<file path="config.mk">
export PLATFORM = sky130hd
export DESIGN_NAME = shift_reduce_expression_recognizer
export DESIGN_NICKNAME = d
export VERILOG_FILES = /design/src/rtl/srer_pkg.sv /design/src/rtl/srer_stack.sv /design/src/rtl/shift_reduce_expression_recognizer.sv
export SDC_FILE = /design/constraint.sdc
export NUM_CORES = 1
export LEC_CHECK = 0
export BUFFER_PORTS_ARGS = -buffer_cell sky130_fd_sc_hd__buf_4
export CORE_MARGIN = 2
export CORE_UTILIZATION = 55
export CTS_BUF_LIST = sky130_fd_sc_hd__clkbuf_4 sky130_fd_sc_hd__clkbuf_8
export DETAILED_ROUTE_END_ITERATION = 8
export PLACE_DENSITY = 0.71
export SYNTH_ARGS = -nofsm -noshare
export SYNTH_HDL_FRONTEND = slang
export SYNTH_SLANG_ARGS = --single-unit
</file>
<file path="constraint.sdc">
create_clock -name clk -period 6.2 [get_ports clk]
set_input_delay 1.24 -clock clk [delete_from_list [all_inputs] [get_ports clk]]
set_output_delay 1.24 -clock clk [all_outputs]
set_load 0.02 [all_outputs]
</file>
<file path="src/rtl/srer_pkg.sv">
// Package for the shift-reduce expression recognizer.
// Holds the grammar symbol codes and field widths; no dependencies.
package srer_pkg;

  // Field widths of a result word
  localparam int DEPTH_W = 7;
  localparam int SYM_W   = 8;
  localparam int RED_W   = 7;

  // Grammar symbols
  localparam logic [SYM_W-1:0] SYM_I   = 8'h69; // 'i'
  localparam logic [SYM_W-1:0] SYM_E   = 8'h45; // 'E'
  localparam logic [SYM_W-1:0] SYM_MUL = 8'h2A; // '*'
  localparam logic [SYM_W-1:0] SYM_ADD = 8'h2B; // '+'
  localparam logic [SYM_W-1:0] SYM_LP  = 8'h28; // '('
  localparam logic [SYM_W-1:0] SYM_RP  = 8'h29; // ')'
  localparam logic [SYM_W-1:0] SYM_END = 8'h24; // '$'

endpackage

</file>
<file path="src/rtl/srer_stack.sv">
// Symbol stack storage: one write port, two read ports, registered reads.
// Depends on srer_pkg for the symbol width.
module srer_stack import srer_pkg::*; #(
  parameter int DEPTH = 64,
  parameter int AW    = 6
) (
  input  logic             clk,
  input  logic             we,
  input  logic [AW-1:0]    waddr,
  input  logic [SYM_W-1:0] wdata,
  input  logic [AW-1:0]    raddr_a,
  input  logic [AW-1:0]    raddr_b,
  output logic [SYM_W-1:0] rdata_a,
  output logic [SYM_W-1:0] rdata_b
);

  logic [SYM_W-1:0] mem [DEPTH];

  // Write port
  always_ff @(posedge clk) begin
    if (we) begin
      mem[waddr] <= wdata;
    end
  end

  // Two read ports, registered
  always_ff @(posedge clk) begin
    rdata_a <= mem[raddr_a];
    rdata_b <= mem[raddr_b];
  end

endmodule

</file>
<file path="src/rtl/shift_reduce_expression_recognizer.sv">
// Top level of the shift-reduce recognizer for E -> E+E | E*E | (E) | i.
// Depends on srer_pkg and srer_stack.
//
// One input word is one character; each produces one result word. A word
// is accepted with a push (none for '$' or a full stack), then the top three
// symbols are checked in ST_EVAL; each 'i' promoted to E repeats the check,
// and each three-symbol reduction passes through ST_FILL, which waits on the
// stack memory read that refills the cached second and third symbols. The full
// stack lives in a memory with registered reads; the top three symbols are
// mirrored in registers so a push never reads the memory. A result that is
// not yet taken holds the block in its final check until the output
// register frees up. The stack needs no clearing after reset.
module shift_reduce_expression_recognizer import srer_pkg::*; #(
  parameter int STACK_DEPTH = 64
) (
  input  logic               clk,
  input  logic               rst,
  input  logic               in_valid,
  output logic               in_ready,
  input  logic [SYM_W-1:0]   symbol,
  output logic               out_valid,
  input  logic               out_ready,
  output logic [DEPTH_W-1:0] stack_depth,
  output logic [SYM_W-1:0]   top_symbol,
  output logic [RED_W-1:0]   reductions,
  output logic               end_seen,
  output logic               accepted,
  output logic               overflow
);

  localparam int CW = $clog2(STACK_DEPTH + 1);
  localparam int AW = $clog2(STACK_DEPTH);
  localparam logic [CW-1:0] DEPTH_C = CW'(STACK_DEPTH);

  localparam logic [1:0] ST_IDLE = 2'd0;
  localparam logic [1:0] ST_EVAL = 2'd1;
  localparam logic [1:0] ST_FILL = 2'd2;

  logic [1:0]       state;
  logic [CW-1:0]    count;
  logic             ovf;
  logic             is_end;
  logic [RED_W-1:0] red;
  // s0 is the top of stack; sK is valid only while count > K
  logic [SYM_W-1:0] s0, s1, s2;

  logic [CW-1:0]    cm1, cm3, cm4, cm5;
  logic             red_i, red_3, out_free, accept_in, emit;
  logic             we;
  logic [AW-1:0]    waddr;
  logic [SYM_W-1:0] wdata;
  logic [SYM_W-1:0] rdata_a, rdata_b;

  assign cm1 = count - CW'(1);
  assign cm3 = count - CW'(3);
  assign cm4 = count - CW'(4);
  assign cm5 = count - CW'(5);

  assign in_ready  = (state == ST_IDLE);
  assign accept_in = in_valid && in_ready;
  assign out_free  = !out_valid || out_ready;

  // Reduction checks on the cached top of stack
  assign red_i = (count != '0) && (s0 == SYM_I);
  assign red_3 = (count >= CW'(3)) &&
                 (((s2 == SYM_E) && ((s1 == SYM_MUL) || (s1 == SYM_ADD)) && (s0 == SYM_E)) ||
                  ((s2 == SYM_LP) && (s1 == SYM_E) && (s0 == SYM_RP)));

  // Result word loads when the stack is stable and the output is free
  assign emit = (state == ST_EVAL) && !red_i && !red_3 && out_free;

  // Stack write: push on accept unless '$' or full, rewrite to E on a reduction
  always_comb begin
    we    = 1'b0;
    waddr = count[AW-1:0];
    wdata = symbol;
    if (accept_in) begin
      we = (symbol != SYM_END) && (count < DEPTH_C);
    end else if (state == ST_EVAL) begin
      if (red_i) begin
        we    = 1'b1;
        waddr = cm1[AW-1:0];
        wdata = SYM_E;
      end else if (red_3) begin
        we    = 1'b1;
        waddr = cm3[AW-1:0];
        wdata = SYM_E;
      end
    end
  end

  srer_stack #(
    .DEPTH (STACK_DEPTH),
    .AW    (AW)
  ) u_stack (
    .clk     (clk),
    .we      (we),
    .waddr   (waddr),
    .wdata   (wdata),
    .raddr_a (cm4[AW-1:0]),
    .raddr_b (cm5[AW-1:0]),
    .rdata_a (rdata_a),
    .rdata_b (rdata_b)
  );

  // Sequencer: shift, reduce until stable, report
  always_ff @(posedge clk) begin
    if (rst) begin
      state     <= ST_IDLE;
      count     <= '0;
      ovf       <= 1'b0;
      out_valid <= 1'b0;
    end else begin
      if (emit) begin
        out_valid <= 1'b1;
      end else if (out_valid && out_ready) begin
        out_valid <= 1'b0;
      end
      case (state)
        ST_IDLE: begin
          if (in_valid) begin
            is_end <= (symbol == SYM_END);
            red    <= '0;
            state  <= ST_EVAL;
            if (symbol != SYM_END) begin
              if (count < DEPTH_C) begin
                count <= count + CW'(1);
                s0    <= symbol;
                s1    <= s0;
                s2    <= s1;
              end else begin
                ovf <= 1'b1;
              end
            end
          end
        end
        ST_EVAL: begin
          if (red_i) begin
            s0  <= SYM_E;
            red <= red + RED_W'(1);
          end else if (red_3) begin
            s0    <= SYM_E;
            count <= count - CW'(2);
            red   <= red + RED_W'(1);
            state <= ST_FILL;
          end else if (out_free) begin
            stack_depth <= DEPTH_W'(count);
            top_symbol  <= (count != '0) ? s0 : '0;
            reductions  <= red;
            end_seen    <= is_end;
            accepted    <= is_end && (count == CW'(1)) && (s0 == SYM_E) && !ovf;
            overflow    <= ovf;
            if (is_end) begin
              count <= '0;
              ovf   <= 1'b0;
            end
            state <= ST_IDLE;
          end
        end
        ST_FILL: begin
          // refill the entries below the new top
          s1    <= rdata_a;
          s2    <= rdata_b;
          state <= ST_EVAL;
        end
        default: begin
          state <= ST_IDLE;
        end
      endcase
    end
  end

endmodule

</file>
==> impl_metrics.toml <==
[critical_path]
r2r-end = "u_stack.mem[14][2]"
reg2reg_from = "count[3]"
slowest_delay_ns = 0.93
critical_path_required_ns = 6.50
crit_slowest_cell = "nor2_1"
cp.arrival_ns = 5.07
cp-end-kind = "register"
cpMostUsedCell = "a21oi_1"
rr_worst_depth = 9
crit_type = "register to register"
critPathMaxFanout = 16
cp_cell_sequence = "inv_1, ha_1, a21oi_1, nand3_1, and2_1, a21oi_1, nor4_1, or3_1, nor2_1"
r2r_slack_ns = 1.43
critPathLaunchType = "register"

[placement]
hpwl_um = 46900
placedCellCount = 2064
placed_area_sq_mm = 0.0290
pre_cts_ws_ns = 1.61
numPortBuffers = 38
routabilityCongestion = 0.873

[global_routing]
grt_pass1_vias = 15400
track_usage_pct = 28.3
overflow = 0
grt_pass1_wl_um = 106000
grt_max_degree = 71
antenna_found_initial = 2

[clock_network]
ctsResizeCount = 0
cts_max_level = 3
cts.clk_slew.worst_paths_ns = 0.06
insertion_delay_ns = 0.71
cts.path.max_buffers = 3
cts_hold_buffers = 0
cts_setup_buffers = 0
cts_sinks = 596
cts_buffers = 95
cts-root-buf = "clkbuf_8"
cts_tree = "yes"

[synthesis]
synth_adder_area_share_pct = 0.625
seq_area_frac_synth_pct = 62.9
synth_xor_area_share_pct = 0.375
synth_cell_types = 67
synth-simple-area-share_pct = 4.52
synth_compound_area_share_pct = 2.17
synth_top_family_by_area = "multiplexers"
yosys_warnings = 0
synth_seq_cells = 596
synth_edf_count = 569
netlist_area_sq_mm = 0.0280
synth_cells = 1429
syn-num-nets = 1455
synth_top_flop_cell = "edfxtp_1"
avgSynthCellArea_sq_um = 19.6
synthMuxAreaShare_pct = 27.7
synthArstFlopShare_pct = 0

[sta]
fin_worst_skew_ns = 0.0292
fmax_mhz = 210
setup_viol = 0
rsz0062_at_grt = "false"
min_period_over_period_pct = 76.9
max_slew_margin_pct = 12.4
hold_violations = 0
whs_ns = 0.484
drv_slew = 0
period_needed_ns = 4.77
final.setup.worst_slack_ns = 1.43
worstMarginPinSlew_ns = 1.31
fin_tns_setup_ns = 0

[routing]
ant_nets = 0
drc = 0
drt-total-wl_um = 72800
drt_pass1_iterations = 6
wl_per_cell_um = 32.5
via_per_inst = 7.04
vias = 15700
first_iter_violations = 2179

[final_layout]
nets = 1515
post-route-util_pct = 61.8
syn_to_final_growth_pct = 10.6
final_common_cell = "edfxtp_1"
most-common-layout-cells = "569 x edfxtp_1, 328 x mux4_2, 102 x clkbuf_8, 82 x nor2_1, 69 x buf_4"
layout.cell_area.non_filler_sq_mm = 0.0310
fillCellCount = 3445
drive_gt1_share_pct = 38.5
final_cells = 2237

[die]
fp-row-count = 82
coreArea_sq_mm = 0.0502
die_x_um = 230
die_h_um = 230
io_pins = 39
die-area_sq_mm = 0.0528
initial_core_util_pct = 55.8

[pwr]
cellPowerDensity_mw_per_mm2 = 308
leakagePower_nw = 9.49
peakVddDrop_mv = 0.162
power.total_mw = 9.54

[worst_hold_path]
min_path_type = "register to register"
min_path_cells = 0
hp-start = "red[6]"
worst_hold_path.endpoint = "reductions[6]"

[run_status]
run_status = "finished, final reports clean"

[job]
max-cap-violations = 0
==> cell families after synthesis <==
family	after synthesis
AO/OA/AOI/OAI	87
XOR/XNOR	12
adder cells (fa/ha/maj)	14
buffers and inverters	116
flip-flops	596
multiplexers	361
AND/OR/NAND/NOR	243
==> where the power goes <==
| group | leakage, nW | internal [mW] | switching [mW] |
|---|---|---|---|
| clock | 1.03 | 1.94 | 1.55 |
| combinational | 3.09 | 0.674 | 0.821 |
| sequential | 5.37 | 4.50 | 0.0618 |
| total | 9.49 | 7.11 | 2.43 |
==> per-layer routing <==
layer / track usage (%) / share of wire (%) / up-vias
met5: 0 / 0.025 / -
met4: 11.3 / 3.6 / 2
met3: 6.50 / 12 / 139
met2: 43.2 / 47 / 1145
met1: 40.3 / 37 / 8192
li1: - / - / 6262
==> cell usage after synthesis, drive strengths merged (8+ instances only) <==
cell    number  share of area [%]
buf         45               0.77
ha          14               0.63
edfxtp     569                 61
and2        25               0.57
mux2i        9               0.32
mux4       328                 26
nand2b       8               0.18
nor3        22               0.39
clkbuf      61               0.82
dfxtp       27                1.9
xnor2        9               0.28
nor2        82                1.1
mux2        24               0.96
o21ai       17               0.34
a21oi       21               0.38
nand3b       8               0.21
inv         10               0.14
nand3       16               0.29
a211oi       9               0.24
nand2       38               0.51
==> critical path, delay by kind of cell (launching register included) <==
family,cells,cell delay [ns]
AOI/OAI and AO/OA,2,0.64
DFF,1,0.68
and+or+nand+nor,5,2.54
buffers and inverters,1,0.19
adders and majority gates,1,0.31
==> worst max-delay path by stage <==
stage / start / endpoint / slack (ns) / cells after the start
2_1_floorplan: count[2] / u_stack.mem[44][0] / 1.68 / 13
5_1_grt: count[3] / u_stack.mem[14][7] / 1.20 / 9
6_report: count[3] / u_stack.mem[14][2] / 1.43 / 9
3_5_place_dp: count[0] / u_stack.rdata_b[1] / 1.61 / 8
3_3_place_gp: count[3] / u_stack.mem[14][0] / 1.60 / 9
4_1_cts: count[3] / u_stack.mem[14][2] / 1.58 / 9
==> area by class of cell <==
type,instances,area (sq um),share of cell area (%)
Tap cell,672,841,2.71
Clock inverter,34,299,0.965
Inverter,10,40.0,0.129
Antenna cell,2,5.00,0.0161
Sequential cell,596,17600,56.9
Clock buffer,137,1670,5.38
Timing Repair Buffer,69,518,1.67
Multi-Input combinational cell,717,9980,32.2
==> sequential cells by signal, indices dropped and copies added (netlist names) <==
register / cells
accepted: 1
stack_depth: 7
top_symbol: 8
s2: 8
is_end: 1
reductions: 7
s0: 8
end_seen: 1
red: 7
state: 2
count: 7
s1: 8
out_valid: 1
ovf: 1
u_stack.rdata_b: 8
u_stack.rdata_a: 8
overflow: 1
u_stack.mem: 512
Power figures use the tool's default switching activity.
